$ cat config.mk
export PLATFORM = sky130hd
export DESIGN_NAME = burner_ignition_sequencer
export DESIGN_NICKNAME = d
export VERILOG_FILES = /design/src/bis_pkg.sv /design/src/bis_step.sv /design/src/burner_ignition_sequencer.sv
export SDC_FILE = /design/constraint.sdc
export NUM_CORES = 1
export LEC_CHECK = 0
export BUFFER_PORTS_ARGS = -buffer_cell sky130_fd_sc_hd__buf_2
export CORE_ASPECT_RATIO = 0.75
export CORE_MARGIN = 2
export CORE_UTILIZATION = 60
export DETAILED_ROUTE_END_ITERATION = 8
export HOLD_SLACK_MARGIN = 0.12
export PLACE_DENSITY = 0.78
export SLEW_MARGIN = 10
export SYNTH_ARGS = -nofsm -noshare
export SYNTH_HDL_FRONTEND = slang
export SYNTH_SLANG_ARGS = --single-unit
export TNS_END_PERCENT = 50
$ cat constraint.sdc
create_clock -name clock -period 13.39 [get_ports clock]
set_input_delay 2.0085 -clock clock [delete_from_list [all_inputs] [get_ports clock]]
set_output_delay 2.0085 -clock clock [all_outputs]
set_load 0.05 [all_outputs]
$ cat src/bis_pkg.sv
`timescale 1ns / 1ps

package bis_pkg;

   // Sequencer phases, as reported on the result word.
   typedef enum logic [3:0] {
      PH_IDLE    = 4'd0,
      PH_PREHEAT = 4'd1,
      PH_FAN     = 4'd2,
      PH_AIR     = 4'd3,
      PH_SPARK   = 4'd4,
      PH_DETECT  = 4'd5,
      PH_BURN    = 4'd6,
      PH_NOOIL   = 4'd7,
      PH_FAULT   = 4'd8
   } phase_type;

   // LED pattern codes.
   localparam logic [1:0] LED_OFF  = 2'd0;
   localparam logic [1:0] LED_SLOW = 2'd1;
   localparam logic [1:0] LED_FAST = 2'd2;

   // Oil heater command codes.
   localparam logic [1:0] HEAT_NONE = 2'd0;
   localparam logic [1:0] HEAT_OFF  = 2'd1;
   localparam logic [1:0] HEAT_ON   = 2'd2;

   // Configuration register indexes.
   localparam int unsigned CSR_INDEX_W = 4;
   localparam logic [CSR_INDEX_W-1:0] CSR_FAN_TICKS        = 4'd0;
   localparam logic [CSR_INDEX_W-1:0] CSR_AIR_TICKS        = 4'd1;
   localparam logic [CSR_INDEX_W-1:0] CSR_SPARK_TICKS      = 4'd2;
   localparam logic [CSR_INDEX_W-1:0] CSR_DETECT_TICKS     = 4'd3;
   localparam logic [CSR_INDEX_W-1:0] CSR_FLAME_HOLD_TICKS = 4'd4;
   localparam logic [CSR_INDEX_W-1:0] CSR_RETRY_LIMIT      = 4'd5;
   localparam logic [CSR_INDEX_W-1:0] CSR_HEATER_CTRL      = 4'd6;
   localparam logic [CSR_INDEX_W-1:0] CSR_NOOIL_TICKS      = 4'd7;

   // Counter widths and saturation points.
   localparam int unsigned TICK_W    = 17;
   localparam int unsigned ATTEMPT_W = 9;
   localparam int unsigned HOLD_W    = 16;
   localparam logic [TICK_W-1:0]    TICK_MAX    = '1;
   localparam logic [ATTEMPT_W-1:0] ATTEMPT_MAX = '1;

   // One input word: a tick with its sensor flags.
   typedef struct packed {
      logic restart;
      logic oil_empty;
      logic heat_demand;
      logic oil_cold;
      logic flame_seen;
   } req_word_type;

   // One result word: relay drives, heater command, LEDs and status.
   typedef struct packed {
      logic       fan_on;
      logic       air_on;
      logic       spark_on;
      logic [1:0] oil_heater_cmd;
      logic [1:0] led_a_mode;
      logic [1:0] led_b_mode;
      logic [3:0] phase;
      logic       no_flame_fault;
   } rsp_word_type;

   // Configuration registers as seen by the sequencer core.
   typedef struct packed {
      logic [15:0] fan_ticks;
      logic [15:0] air_ticks;
      logic [15:0] spark_ticks;
      logic [15:0] detect_ticks;
      logic [15:0] flame_hold_ticks;
      logic [7:0]  retry_limit;
      logic        heater_ctrl;
      logic [15:0] nooil_ticks;
   } cfg_type;

endpackage

$ cat src/bis_step.sv
`timescale 1ns / 1ps

module bis_step (
   input  logic                  clock,
   input  logic                  reset,
   input  logic                  accept,
   input  bis_pkg::cfg_type      cfg,
   input  bis_pkg::req_word_type req_word,
   output bis_pkg::rsp_word_type rsp_word
);
   import bis_pkg::*;

   phase_type              phase_ff, phase_in;
   logic [TICK_W-1:0]      tick_ff, tick_in;
   logic [ATTEMPT_W-1:0]   attempts_ff, attempts_in;
   logic [HOLD_W-1:0]      hold_ff, hold_in;
   logic [1:0]             led_a_ff, led_a_in;
   logic [1:0]             led_b_ff, led_b_in;
   logic                   no_flame_ff, no_flame_in;

   // Sequencer state advances once per accepted word.
   always_ff @(posedge clock) begin
      if (reset) begin
         phase_ff    <= PH_IDLE;
         tick_ff     <= '0;
         attempts_ff <= '0;
         hold_ff     <= '0;
         led_a_ff    <= LED_OFF;
         led_b_ff    <= LED_OFF;
         no_flame_ff <= 1'b0;
      end else if (accept) begin
         phase_ff    <= phase_in;
         tick_ff     <= tick_in;
         attempts_ff <= attempts_in;
         hold_ff     <= hold_in;
         led_a_ff    <= led_a_in;
         led_b_ff    <= led_b_in;
         no_flame_ff <= no_flame_in;
      end
   end

   // Next state and result for the word on the input.
   always_comb begin
      phase_type           ph;
      logic [TICK_W-1:0]   tc_sat;
      logic [15:0]         limit;
      logic                over;
      logic [1:0]          heat;
      logic [1:0]          off_cmd;
      logic [HOLD_W-1:0]   hold_nx;

      ph          = phase_ff;
      tick_in     = tick_ff;
      attempts_in = attempts_ff;
      hold_in     = hold_ff;
      led_a_in    = led_a_ff;
      led_b_in    = led_b_ff;
      no_flame_in = no_flame_ff;
      heat        = HEAT_NONE;
      off_cmd     = cfg.heater_ctrl ? HEAT_OFF : HEAT_NONE;
      tc_sat      = tick_ff;
      limit       = cfg.fan_ticks;
      over        = 1'b0;
      hold_nx     = hold_ff;

      if (req_word.restart) begin
         ph          = PH_IDLE;
         attempts_in = '0;
      end else begin
         // Overrides: no oil first, then loss of demand, then start on demand.
         if (req_word.oil_empty) begin
            if (ph != PH_NOOIL && ph != PH_FAULT) begin
               tick_in = '0;
               ph      = PH_NOOIL;
            end
         end else if (!req_word.heat_demand) begin
            if (ph != PH_FAULT) begin
               ph = PH_IDLE;
            end
         end else if (ph == PH_IDLE) begin
            ph = PH_PREHEAT;
         end

         // Timed phases share one saturating counter and one compare.
         tc_sat = (tick_in != TICK_MAX) ? tick_in + 1'b1 : tick_in;
         case (ph)
            PH_AIR:    limit = cfg.air_ticks;
            PH_SPARK:  limit = cfg.spark_ticks;
            PH_DETECT: limit = cfg.detect_ticks;
            PH_NOOIL:  limit = cfg.nooil_ticks;
            default:   limit = cfg.fan_ticks;
         endcase
         over = tc_sat > {1'b0, limit};

         case (ph)
            PH_FAULT: begin
               led_a_in = LED_SLOW;
               led_b_in = LED_SLOW;
               heat     = off_cmd;
            end
            PH_IDLE: begin
               led_a_in = LED_OFF;
               led_b_in = LED_SLOW;
               tick_in  = '0;
               heat     = off_cmd;
            end
            PH_PREHEAT: begin
               if (cfg.heater_ctrl) begin
                  heat = HEAT_ON;
               end
               if (!req_word.oil_cold) begin
                  ph      = PH_FAN;
                  tick_in = '0;
                  if (attempts_ff != ATTEMPT_MAX) begin
                     attempts_in = attempts_ff + 1'b1;
                  end
               end
            end
            PH_FAN: begin
               tick_in = tc_sat;
               if (over) begin
                  ph      = PH_AIR;
                  tick_in = '0;
               end
            end
            PH_AIR: begin
               tick_in = tc_sat;
               if (over) begin
                  ph       = PH_SPARK;
                  led_a_in = LED_FAST;
                  tick_in  = '0;
               end
            end
            PH_SPARK: begin
               tick_in = tc_sat;
               if (over) begin
                  ph       = PH_DETECT;
                  led_a_in = LED_OFF;
                  led_b_in = LED_FAST;
                  tick_in  = '0;
               end
            end
            PH_DETECT: begin
               tick_in = tc_sat;
               if (over) begin
                  // Out of attempts ends in a sticky fault, otherwise retry.
                  if (attempts_ff > {1'b0, cfg.retry_limit}) begin
                     ph          = PH_FAULT;
                     no_flame_in = 1'b1;
                  end else begin
                     ph = PH_IDLE;
                  end
                  tick_in = '0;
               end else if (req_word.flame_seen) begin
                  led_a_in    = LED_OFF;
                  led_b_in    = LED_SLOW;
                  ph          = PH_BURN;
                  tick_in     = '0;
                  attempts_in = '0;
               end
            end
            PH_BURN: begin
               // Flame may drop out for the hold time before burn ends.
               if (req_word.flame_seen) begin
                  hold_nx = cfg.flame_hold_ticks;
               end else if (hold_ff != '0) begin
                  hold_nx = hold_ff - 1'b1;
               end
               hold_in = hold_nx;
               if (hold_nx == '0) begin
                  ph = PH_IDLE;
               end
            end
            PH_NOOIL: begin
               heat    = off_cmd;
               tick_in = tc_sat;
               if (over) begin
                  ph      = PH_FAULT;
                  tick_in = '0;
               end else if (!req_word.oil_empty) begin
                  ph = PH_IDLE;
               end
            end
            default: begin
               ph = PH_IDLE;
            end
         endcase
      end

      phase_in = ph;

      rsp_word.fan_on         = (ph >= PH_FAN) && (ph <= PH_BURN);
      rsp_word.air_on         = (ph >= PH_AIR) && (ph <= PH_BURN);
      rsp_word.spark_on       = (ph == PH_SPARK);
      rsp_word.oil_heater_cmd = heat;
      rsp_word.led_a_mode     = led_a_in;
      rsp_word.led_b_mode     = led_b_in;
      rsp_word.phase          = ph;
      rsp_word.no_flame_fault = no_flame_in;
   end

endmodule

$ cat src/burner_ignition_sequencer.sv
`timescale 1ns / 1ps

// Oil burner ignition sequencer. Each input word is one timing tick (10 ms
// nominal) with the oil, demand, oil temperature and flame flags, or a
// restart request; each word yields exactly one result word with the relay
// drives, heater command, LED patterns, phase and no-flame fault flag. The
// result goes to the output register, or to the one-word skid stage while the
// output register is stalled; a word can be accepted every cycle while the
// skid stage is empty. The whole state update is one pass of logic from the
// state registers to the output register, and the skid stage takes one more
// word while a result is stalled. Configuration writes are always ready and
// apply from the next accepted word on; writes to unknown indexes are dropped.
module burner_ignition_sequencer (
   input  logic                                 clock,
   input  logic                                 reset,
   input  logic                                 req_valid,
   output logic                                 req_stall,
   input  bis_pkg::req_word_type                req_word,
   output logic                                 rsp_valid,
   input  logic                                 rsp_stall,
   output bis_pkg::rsp_word_type                rsp_word,
   input  logic                                 csr_valid,
   output logic                                 csr_ready,
   input  logic [bis_pkg::CSR_INDEX_W-1:0]      csr_index,
   input  logic [15:0]                          csr_wdata
);
   import bis_pkg::*;

   cfg_type       cfg_ff;
   rsp_word_type  step_word;
   rsp_word_type  out_ff;
   rsp_word_type  skid_ff;
   logic          out_valid_ff;
   logic          skid_valid_ff;
   logic          accept;
   logic          drain;

   // Configuration registers.
   assign csr_ready = 1'b1;

   always_ff @(posedge clock) begin
      if (reset) begin
         cfg_ff.fan_ticks        <= 16'd1000;
         cfg_ff.air_ticks        <= 16'd15;
         cfg_ff.spark_ticks      <= 16'd100;
         cfg_ff.detect_ticks     <= 16'd500;
         cfg_ff.flame_hold_ticks <= 16'd300;
         cfg_ff.retry_limit      <= 8'd3;
         cfg_ff.heater_ctrl      <= 1'b1;
         cfg_ff.nooil_ticks      <= 16'd30000;
      end else if (csr_valid && csr_ready) begin
         case (csr_index)
            CSR_FAN_TICKS:        cfg_ff.fan_ticks        <= csr_wdata;
            CSR_AIR_TICKS:        cfg_ff.air_ticks        <= csr_wdata;
            CSR_SPARK_TICKS:      cfg_ff.spark_ticks      <= csr_wdata;
            CSR_DETECT_TICKS:     cfg_ff.detect_ticks     <= csr_wdata;
            CSR_FLAME_HOLD_TICKS: cfg_ff.flame_hold_ticks <= csr_wdata;
            CSR_RETRY_LIMIT:      cfg_ff.retry_limit      <= csr_wdata[7:0];
            CSR_HEATER_CTRL:      cfg_ff.heater_ctrl      <= csr_wdata[0];
            CSR_NOOIL_TICKS:      cfg_ff.nooil_ticks      <= csr_wdata;
            default: ;
         endcase
      end
   end

   // Input is held off only while the skid stage is occupied.
   assign req_stall = skid_valid_ff;
   assign accept    = req_valid && !skid_valid_ff;
   assign drain     = out_valid_ff && !rsp_stall;

   bis_step u_step (
      .clock    (clock),
      .reset    (reset),
      .accept   (accept),
      .cfg      (cfg_ff),
      .req_word (req_word),
      .rsp_word (step_word)
   );

   // Output register with a one-word skid stage behind it.
   always_ff @(posedge clock) begin
      if (reset) begin
         out_valid_ff  <= 1'b0;
         skid_valid_ff <= 1'b0;
      end else if (skid_valid_ff) begin
         if (drain) begin
            skid_valid_ff <= 1'b0;
         end
      end else if (!out_valid_ff || drain) begin
         out_valid_ff <= accept;
      end else if (accept) begin
         skid_valid_ff <= 1'b1;
      end
   end

   always_ff @(posedge clock) begin
      if (skid_valid_ff) begin
         if (drain) begin
            out_ff <= skid_ff;
         end
      end else if (!out_valid_ff || drain) begin
         if (accept) begin
            out_ff <= step_word;
         end
      end else if (accept) begin
         skid_ff <= step_word;
      end
   end

   assign rsp_valid = out_valid_ff;
   assign rsp_word  = out_ff;

endmodule

==> summary.md, run 1 <==
| Metric | Value |
|---|---|
| Clock-pin slew on the worst setup and hold paths | 80 ps |
| Startpoint class of the critical path | primary input |
| Required @ worst endpoint | between 10000 and 15000 ps |
| CP arrival | 7990 ps |
| Met1 Use GR | between 40% and 50% |
| Cells after Synth | 1182 |
| Post-DP HPWL | roughly 17000 um |
| Ratio of routed vias to standard cells | between 6 and 7 |
| Vias in the first global route | about 8000 |
| Post-CTS Setup Bufs | 0 |
| Reg-to-Reg Start | u_step.phase_ff[1]$_SDFFE_PP0P_ |
| Netlist Area Pre-Place | 9540 um^2 |
| Crit. End Element | flip-flop |
| DR vias | 8836 |
| Area growth, synth to finish | 8.525% |
| Worst reg-to-reg path cell count | 21 |
| RSZ-0062 raised after global routing | no |
| Critical path depth in cells | 21 |
| Post-Route WL | around 26000 um |
| FF+latch count, synth | 186 |
| CTS resizes | 0 |
| Number of routed nets with antenna violations | 0 |
| Remaining Overflow, GRT | 0 |
| Drt wl/cell | 18.68 um |
| Lkg Pwr | 3.881 nW |
| CP Max Fanout | 7 |
| FF-to-FF End | rsp_word[11]$_DFFE_PP_ |
| Post-Synth XOR/XNOR Area | 2.020% |
| Starting DRT DRC Count | 1057 |
| Cell Chain, Critical Path | buf_2 > and2_1 > nand2_1 > and2_1 > ha_1 > nand2_1 > or4_1 > nor4b_1 > nand2_1 > xor2_1 > nor2_1 > ha_1 > nand4_1 > nor3_1 > a2111oi_0 > o31ai_1 > a2111oi_0 > o22ai_1 > and2_2 > nor3b_2 > mux2_2 |
| Core ar. | 15370 um^2 |
| Grt peak-use layer | met1 |
| Root Driver | clkbuf_16 |
| Hold WC Path Type | reg2reg |
| Relative slew slack | 26.11% |
| PwrDens | 116.3 nW/um^2 |
| Met3 Usage GRT | 5.685% |
| Global-route wire length before repair | between 40000 and 50000 um |
| # rows | 39 |
| Fmax | between 100 and 150 MHz |
| Leading cell types in the layout, fill and taps excluded | nand2_1, dfxtp_1, a21oi_1 |
| Top FF cell, synth | dfxtp_1 |
| Syn_area_per_cell | 8.071 um^2 |
| Clk buf depth | 2 |
| CTS tree | built |
| Largest family of logic cells by synthesized area | simple AND/OR/NAND/NOR gates |
| Syn_nets | approximately 1200 |
| Share of cells above drive strength 1 | roughly a tenth |
| Maximum vdd drop | 0.00008583 V |
| Worst R2R Setup Slack | 6310 ps |
| Final Skew | around 12 ps |
| Compound-cell area share of the yosys netlist | 18.75% |
| Hold Fails Final Rpt | 0 |
| Die X | 149.6 um |
| Die Span Y | 113.2 um |
| Measured slew at the worst slew-check pin | 1080 ps |
| Post-route DRC | 0 |
| Met2 GRT Util | 45.26% |
| Mux contribution to synthesized area | 2.125% |
| Sink Count | 186 |
| Power Total | 1.204 mW |
| Simple-Gate Fraction of Synth Area | between 20 and 30% |
| Routability congestion estimate | a little over 0.9 |
| H-tree Lvls | 4 |
| # hold bufs at CTS | 0 |
| Post-synth ARST share | 0% |
| Die area | about 17000 um^2 |
| Crit Path Category | in2reg |
| Largest net degree at the start of global routing | 94 |
| Fin cells | 1386 |
| Min cycle time layout | roughly 7800 ps |
| Final worst path period share | 58.19% |
| CP dominant cell by count | nand2_1 |
| Buffers on Ports | 45 |
| Fin nets | 1226 |
| Number of synthesized flops with an enable pin | 28 |
| Setup TNS | 0 ps |
| Slew Limit Fails | 0 |
| Antenna diode instance count | 0 |
| Synth warnings | 0 |
| Clock Latency Late Sink | about 450 ps |
| CP peak stage delay | around 960 ps |
| Register area share after synthesis | 41.97% |
| Initial antenna violation count | 0 |
| CTS buffer count | 17 |
| Initial Util | 62.07% |
| Post-Synth Adder-Cell Area | 3.672% |
| Dpl cells | 1354 |
| Max-cap violation count | 0 |
| CP max stage cell | a2111oi_0 |
| Crit path to | rsp_word[11]$_DFFE_PP_ |
| All-Layer GR Usage | 31.15% |
| Detailed Routing Iterations Pass 1 | 7 |
| Commonest non-fill, non-tap cell in the layout | nand2_1 |
| Setup Viol. Count Final | 0 |
| IO Pins | 47 |
| Synth unique cells | 78 |
| Status | finished, final reports clean |
| Worst Setup SP | req_word[3] |
| CP bufs+invs | 1 |
| CP delay by family, top | simple AND/OR/NAND/NOR gates |
-- registers in the layout, summed over array words and instances (netlist names) --
signal              flops
rsp_word               14
u_step.led_a_ff         2
rsp_valid               1
u_step.tick_ff         17
u_step.no_flame_ff      1
skid_ff                14
u_step.attempts_ff      9
req_stall               1
u_step.phase_ff         4
u_step.hold_ff         16
cfg_ff                105
u_step.led_b_ff         2
-- cell type report --
type,instances,area [um^2]
multi-input combinational,888,5130
fill,1280,5017
sequential,186,4004
clock buffer,17,425.4
timing repair buffer,51,272.8
tap,205,256.5
clock inverter,15,175.2
inverter,24,90.09
-- metrics by stage --
step	instance area [um^2]	worst slack [ps]	hold slack (ps)	utilization, %
6_report	10350	5598	453.3	67.36
5_1_grt	10350	5111	470.3	67.36
4_1_cts	10350	5843	454.5	67.36
3_5_place_dp	9753	5608	443.9	63.45
3_3_place_gp	9753	5921	439.7	63.45
2_1_floorplan	9540	6641	431.2	-
-- cell families (layout without fill, tap and decap cells) --
kind of cell    count (synthesis)  after routing
xor+xnor                       22             22
simple gates                  541            541
mux                            19             19
buf+inv                       108            107
flops                         186            186
other cells                     1              1
fa+ha+maj                      28             28
compound gates                277            277
-- worst min path at each step --
stage	start	endpoint	cells past startpoint
floorplan	cfg_ff[29]$_SDFFE_PP0P_	cfg_ff[29]$_SDFFE_PP0P_	2
global placement	cfg_ff[102]$_SDFFE_PP0P_	cfg_ff[102]$_SDFFE_PP0P_	2
detailed placement	cfg_ff[102]$_SDFFE_PP0P_	cfg_ff[102]$_SDFFE_PP0P_	2
CTS	cfg_ff[102]$_SDFFE_PP0P_	cfg_ff[102]$_SDFFE_PP0P_	2
global route	cfg_ff[88]$_SDFFE_PP0P_	cfg_ff[88]$_SDFFE_PP0P_	2
finish	cfg_ff[102]$_SDFFE_PP0P_	cfg_ff[102]$_SDFFE_PP0P_	2
-- worst reg2reg max path, cell delays in order (launching register included) --
cell       delay, ps
dfxtp_1          490
or4b_1           680
and2_1           260
nand2_1          210
and2_1           200
ha_1             230
nand2_1           90
or4_1            620
nor4b_1          270
nand2_1          140
xor2_1           170
nor2_1            90
ha_1             360
nand4_1          140
nor3_1            90
a2111oi_0        690
o31ai_1          280
a2111oi_0        960
o22ai_1          170
and2_2           270
nor3b_2          170
mux2_2           270
-- cell usage after synthesis (11+ instances only) --
master	number	area share, %
a21oi_1	113	5.9
a222oi_1	16	1.7
a22oi_1	14	1.1
and3_1	16	1.0
clkbuf_1	78	3.1
dfxtp_1	158	33
edfxtp_1	28	8.8
ha_1	28	3.7
inv_1	23	0.90
nand2_1	256	10
nand3_1	26	1.4
nand3b_1	34	2.7
nand4_1	15	0.98
nor2_1	88	3.5
nor3_1	30	1.6
o21ai_0	50	2.6
or3_1	11	0.72
xor2_1	16	1.5
-- routing by layer --
layer  vias up  part of all wire, %
li1       4190                    -
met1      4122                   45
met2       473                   42
met3        51                   11
met4         0                  2.1
met5         -                    0
-- where the power goes --
group / leakage (nW) / switching (mW) / internal (mW)
clock: 0.284 / 0.256 / 0.252
combinational: 2.05 / 0.0777 / 0.0306
sequential: 1.55 / 0.00841 / 0.580
(Power assumes the default switching activity.)
==> run 2, diff against run 1 <==
==> constraint.sdc (replaced) <==
create_clock -name clock -period 7.24 [get_ports clock]
set_input_delay 1.086 -clock clock [delete_from_list [all_inputs] [get_ports clock]]
set_output_delay 1.086 -clock clock [all_outputs]
set_load 0.05 [all_outputs]
==> run 2 against run 1 <==
  * Critical path depth unchanged
  * Power increased by 82%
  * Combinational power increased by 88%
  * Largest power group unchanged
==> summary.md, run 2 (synthesis gave the netlist of run 1 again) <==
| Metric | Value |
|---|---|
| Die area | 16940 um^2 |
| Fmax | about 150 MHz |
| Required @ worst endpoint | 7430 ps |
| Global-route wire length before repair | 42150 um |
| Remaining Overflow, GRT | 0 |
| Final Skew | around 14 ps |
| Leading cell types in the layout, fill and taps excluded | nand2_1, dfxtp_1, a21oi_1 |
| Fin nets | 1231 |
| Lkg Pwr | 3.899 nW |
| Vias in the first global route | 8108 |
| Antenna diode instance count | 0 |
| Starting DRT DRC Count | 1098 |
| Post-DP HPWL | ~17000 um |
| Setup TNS | 0 ps |
| All-Layer GR Usage | 31.30% |
| Max-cap violation count | 0 |
| Clock-pin slew on the worst setup and hold paths | 70 ps |
| CTS resizes | 0 |
| Hold WC Path Type | reg2reg |
| Die X | 149.6 um |
| CTS tree | built |
| Routability congestion estimate | between 0.8 and 0.9 |
| RSZ-0062 raised after global routing | no |
| Biggest regs | cfg_ff x105, u_step.tick_ff x17, u_step.hold_ff x16 |
| Placed Area | 9791 um^2 |
| Fillers | 1297 |
| Drt wl/cell | 18.44 um |
| Max reg flops | ~110 |
| Detailed Routing Iterations Pass 1 | 6 |
| H-tree Lvls | 4 |
| CTS buffer count | 17 |
| Die Span Y | 113.2 um |
| IO Pins | 47 |
| Relative slew slack | 27.40% |
| Hold Fails Final Rpt | 0 |
| Top reg by flops | cfg_ff |
| Initial antenna violation count | 0 |
| PwrDens | 211.7 nW/um^2 |
| Startpoint class of the critical path | flip-flop |
| CP Max Fanout | 17 |
| Crit. End Element | flip-flop |
| Slew Limit Fails | 0 |
| Crit Path Category | reg2reg |
| Worst Setup SP | u_step.phase_ff[1]$_SDFFE_PP0P_ |
| Hold path startpoint | cfg_ff[104]$_SDFFE_PP0P_ |
| Ratio of routed vias to standard cells | 6.313 |
| Clk buf depth | 2 |
| Commonest non-fill, non-tap cell in the layout | nand2_1 |
| Status | finished, final reports clean |
| Number of routed nets with antenna violations | 0 |
| Min cycle time layout | between 6000 and 7000 ps |
| # rows | 39 |
| Post-CTS Setup Bufs | 0 |
| Reg-to-Reg Start | u_step.phase_ff[1]$_SDFFE_PP0P_ |
| Root Driver | clkbuf_16 |
| Area growth, synth to finish | 8.511% |
| Maximum vdd drop | approximately 0.00015 V |
| Share of cells above drive strength 1 | approximately 9.6% |
| Measured slew at the worst slew-check pin | 1085 ps |
| Post-route DRC | 0 |
| Core ar. | 15370 um^2 |
| Setup Viol. Count Final | 0 |
| CP arrival | 6820 ps |
| Post-Route WL | 25650 um |
| # hold bufs at CTS | 0 |
| DR vias | 8782 |
| Largest net degree at the start of global routing | 86 |
| Final worst path period share | 91.66% |
| Initial Util | 62.07% |
| Sink Count | 186 |
| Buffers on Ports | 45 |
| Clock Latency Late Sink | 440 ps |
| Cell area after layout | between 10000 and 15000 um^2 |
## run 2: changes by cell type in the layout (fill, tap and decap cells not counted)
cell	delta
buf_4	+5
clkbuf_1	+2
clkbuf_8	+2
clkinv_2	+1
clkinv_8	-4
clkinvlp_4	-2
inv_6	+4
inv_8	-3
## run 2: routing by layer
layer  up-vias  share of wire [%]  GRT usage (%)
met5         -                  0              0
met4         0                2.0          9.143
met3        48                8.9          5.242
met2       405                 44          46.88
met1      4133                 46          46.38
li1       4196                  -              -
## run 2: worst paths after layout
kind | end | slack [ps] | cells past startpoint
hold reg to reg | cfg_ff[104]$_SDFFE_PP0P_ | 450 | 2
setup / recovery | rsp_word[12]$_DFFE_PP_ | 600 | 21
hold / removal | cfg_ff[104]$_SDFFE_PP0P_ | 450 | 2
setup reg to reg | rsp_word[12]$_DFFE_PP_ | 600 | 21
## run 2: worst max-delay path, cell delays in order, from the launching register on
cell and delay (ps):
dfxtp_1 640, or4b_1 290, and2_1 250, nand2_1 200, and2_1 230, ha_1 260
nand2_1 110, or4_1 270, nor4b_1 840, nand2_1 150, xor2_1 170, nor2_1 80
ha_1 350, nand4_1 120, nor3_1 250, a2111oi_0 110, o31ai_1 590, a21oi_1 350
a2111oi_4 510, a21boi_0 170, xnor2_1 160, mux2_2 260
## run 2: power by group
part           total [mW]  switching (mW)  leakage [nW]  internal, mW
Combinational       0.203           0.145          2.08        0.0579
Sequential           1.09          0.0144          1.55          1.07
Clock               0.902           0.431         0.276         0.471
## run 2: per-stage QoR
stage               setup WS (ps)  utilization [%]  power (mW)  instances  hold slack, ps
floorplan                    1414                -       1.246       1182           431.2
global placement            858.3            63.70       1.305       1359           439.4
detailed placement          638.1            63.70       1.309       1359           443.5
CTS                         751.2            67.35       2.193       1391           453.5
global route                217.0            67.35       2.261       1391           476.4
finish                      603.9            67.35       2.192       1391           454.7
## run 2: layout make-up
class	instances	area [um^2]	share of cell area [%]
repair buffers	56	310.3	2.997
clock inverters	11	101.3	0.9790
inverters	24	90.09	0.8702
well taps	205	256.5	2.478
multi-input cells	888	5130	49.55
clock buffers	21	460.4	4.448
flip-flops and latches	186	4004	38.68
==> run 3, diff against run 2 <==
--- a/config.mk
+++ b/config.mk
@@ -9,8 +9,10 @@
 export CORE_ASPECT_RATIO = 0.75
 export CORE_MARGIN = 2
 export CORE_UTILIZATION = 60
+export CTS_CLUSTER_SIZE = 28
 export DETAILED_ROUTE_END_ITERATION = 8
 export HOLD_SLACK_MARGIN = 0.12
+export MAX_ROUTING_LAYER = met4
 export PLACE_DENSITY = 0.78
 export SLEW_MARGIN = 10
 export SYNTH_ARGS = -nofsm -noshare
==> run 3 against run 2 <==
  * Combinational power barely moved
  * Hold slack got worse by 0.58 ps
  * Global-route usage rose by 0.35 points
  * Via count fell by 0.14%
  * Maximum frequency fell by 1.6%
  * Cell count did not move
  * Clock power rose by 7.9%
  * Setup slack got worse by 110 ps
  * Critical endpoint unchanged
==> summary.md, run 3 (synthesis gave the netlist of run 1 again) <==
| Metric | Value |
|---|---|
| Post-place setup slack | ~550 ps |
| Remaining Overflow, GRT | 0 |
| Crit Path Category | reg2reg |
| RSZ-0062 raised after global routing | no |
| Die area | approximately 17000 um^2 |
| Psw | approximately 0.62 mW |
| CP peak stage delay | 910 ps |
| Worst R2R Setup Slack | 500 ps |
| Relative slew slack | 26.58% |
| Top reg by flops | cfg_ff |
| Hold slack | 454.1 ps |
| Cell area after layout | 10410 um^2 |
| Part of the power in registers | between 40 and 50% |
| Clock-pin slew on the worst setup and hold paths | 80 ps |
| Share of cells above drive strength 1 | 9.781% |
| Register area | ~4000 um^2 |
| Crit. End Element | flip-flop |
| Setup TNS | 0 ps |
| CTS tree | built |
| IO Pins | between 40 and 50 |
| FF-to-FF End | rsp_word[12]$_DFFE_PP_ |
| Fmax | 148.3 MHz |
| Post-DP HPWL | ~17000 um |
| PwrDens | 217.2 nW/um^2 |
| Hold WC Path Type | reg2reg |
| Die Span Y | 113.2 um |
| Drt wl/cell | 18.32 um |
| Initial Util | between 60% and 70% |
| Fin util | between 60% and 70% |
| Commonest non-fill, non-tap cell in the layout | nand2_1 |
| Clock power frac | 43.0% |
| Hold Fails Final Rpt | 0 |
| CP dominant cell by count | nand2_1 |
| Post-route DRC | 0 |
| Clk buf depth | 2 |
| Global-route wire length before repair | 41320 um |
| Post-CTS Setup Bufs | 0 |
| Placed Area | 9791 um^2 |
| Routability congestion estimate | 0.8995 |
| CP Max Fanout | 16 |
| CTS buffer count | 17 |
| Area growth, synth to finish | 9.101% |
| Die X | 149.6 um |
| Leading cell types in the layout, fill and taps excluded | nand2_1, dfxtp_1, a21oi_1 |
| Fillers | ~1300 |
| H-tree Lvls | 4 |
| Measured slew at the worst slew-check pin | ~1100 ps |
| Internal power | 1.636 mW |
| Fin nets | 1231 |
| Footprint of the multi-input gates | 5130 um^2 |
| Number of routed nets with antenna violations | 0 |
| Buffers on Ports | 45 |
| Final worst path period share | 93.15% |
| DR vias | ~8800 |
| Largest net degree at the start of global routing | 88 |
| Status | finished, final reports clean |
| Initial antenna violation count | 0 |
| Max-cap violation count | 0 |
| Comb power frac | 8.9% |
| Hold depth | 2 |
| Worst reg-to-reg path cell count | 20 |
| Biggest regs | cfg_ff x105, u_step.tick_ff x17, u_step.hold_ff x16 |
| Post-Route WL | 25480 um |
| Vias in the first global route | 7997 |
| Setup Viol. Count Final | 0 |
| Detailed Routing Iterations Pass 1 | 8 |
| Worst Setup SP | u_step.phase_ff[2]$_SDFFE_PP0P_ |
| Final WS setup | roughly 500 ps |
| CTS resizes | 0 |
| Reg-to-Reg Start | u_step.phase_ff[2]$_SDFFE_PP0P_ |
| Sink Count | between 150 and 200 |
| CP max stage cell | nor4b_1 |
| Maximum vdd drop | about 0.00017 V |
| Cell Chain, Critical Path | or4b_1 > and2_1 > nand2_1 > and2_1 > ha_1 > nand2_1 > or4_1 > nor4b_1 > nand2_1 > xor2_1 > nor2_1 > ha_1 > and4_1 > a2111oi_0 > o31ai_1 > a21oi_1 > o2111a_1 > a21boi_0 > xnor2_1 > mux2_2 |
| Clock Latency Late Sink | 440 ps |
| Crit path to | rsp_word[12]$_DFFE_PP_ |
| Slew Limit Fails | 0 |
| Antenna diode instance count | 0 |
| Ratio of routed vias to standard cells | around 6.3 |
| Startpoint class of the critical path | flip-flop |
| Required @ worst endpoint | 7440 ps |
| Lkg Pwr | between 3 and 4 nW |
| Max reg flops | 105 |
| Core ar. | about 15000 um^2 |
| # hold bufs at CTS | 0 |
| All-Layer GR Usage | 31.65% |
| # rows | 39 |
| Root Driver | clkbuf_16 |
| Final Skew | approximately 11 ps |
| Sw Ratio | between 20% and 30% |
| Min cycle time layout | 6744 ps |
| Starting DRT DRC Count | just over 1000 |
| CP arrival | 6940 ps |
run 3: changes by cell type in the layout (fill, tap and decap cells not counted):
| cell | previous run | this run |
|---|---|---|
| clkinvlp_4 | 1 | 2 |
| inv_8 | 2 | 1 |
| clkbuf_1 | 2 | 0 |
| clkbuf_8 | 2 | 1 |
| inv_6 | 5 | 4 |
| clkinv_2 | 1 | 0 |
| inv_12 | 0 | 1 |
| clkinv_8 | 1 | 4 |
| bufinv_16 | 0 | 1 |
run 3: how the worst min path moves through the flow:
stage | from | end
after floorplan | cfg_ff[29]$_SDFFE_PP0P_ | cfg_ff[29]$_SDFFE_PP0P_
after global placement | cfg_ff[90]$_SDFFE_PP0P_ | cfg_ff[90]$_SDFFE_PP0P_
after detailed placement | cfg_ff[99]$_SDFFE_PP0P_ | cfg_ff[99]$_SDFFE_PP0P_
after CTS | cfg_ff[99]$_SDFFE_PP0P_ | cfg_ff[99]$_SDFFE_PP0P_
after global routing | cfg_ff[99]$_SDFFE_PP0P_ | cfg_ff[99]$_SDFFE_PP0P_
final | cfg_ff[101]$_SDFFE_PP0P_ | cfg_ff[101]$_SDFFE_PP0P_
run 3: worst max-delay path, delay by kind of cell (launching register included):
kind / cells / cell delay (ps)
mux: 1 / 270
compound gates: 5 / 1940
fa+ha+maj: 2 / 530
flops: 1 / 670
simple gates: 10 / 2750
xor+xnor: 2 / 310
run 3: per-stage QoR:
step | std cells | power, mW
5_1_grt | 1391 | 2.334
3_5_place_dp | 1359 | 1.308
3_3_place_gp | 1359 | 1.305
6_report | 1391 | 2.261
4_1_cts | 1391 | 2.265
2_1_floorplan | 1182 | 1.246
run 3: power groups by stage:
stage               Sequential, mW  Combinational [mW]  Clock (mW)
floorplan                     1.13               0.112           0
global placement              1.11               0.195           0
detailed placement            1.11               0.197           0
CTS                           1.09               0.199       0.980
global route                  1.09               0.219        1.03
finish                        1.09               0.202       0.973
run 3: layer usage:
layer / track usage (%) / vias to the layer above / part of all wire [%] / routed length [um]
met4: 8.762 / 0 / 1.6 / 406
met1: 45.69 / 4089 / 46 / 11650
met5: - / - / 0 / 0
met2: 44.53 / 441 / 43 / 10860
li1: - / 4204 / - / -
met3: 7.016 / 36 / 10 / 2558
run 3: layout make-up:
cell class / count / area share, %
flip-flops and latches: 186 / 38.47
clock inverters: 14 / 1.719
repair buffers: 56 / 2.981
well taps: 205 / 2.464
clock buffers: 18 / 4.219
multi-input cells: 888 / 49.28
inverters: 24 / 0.8655
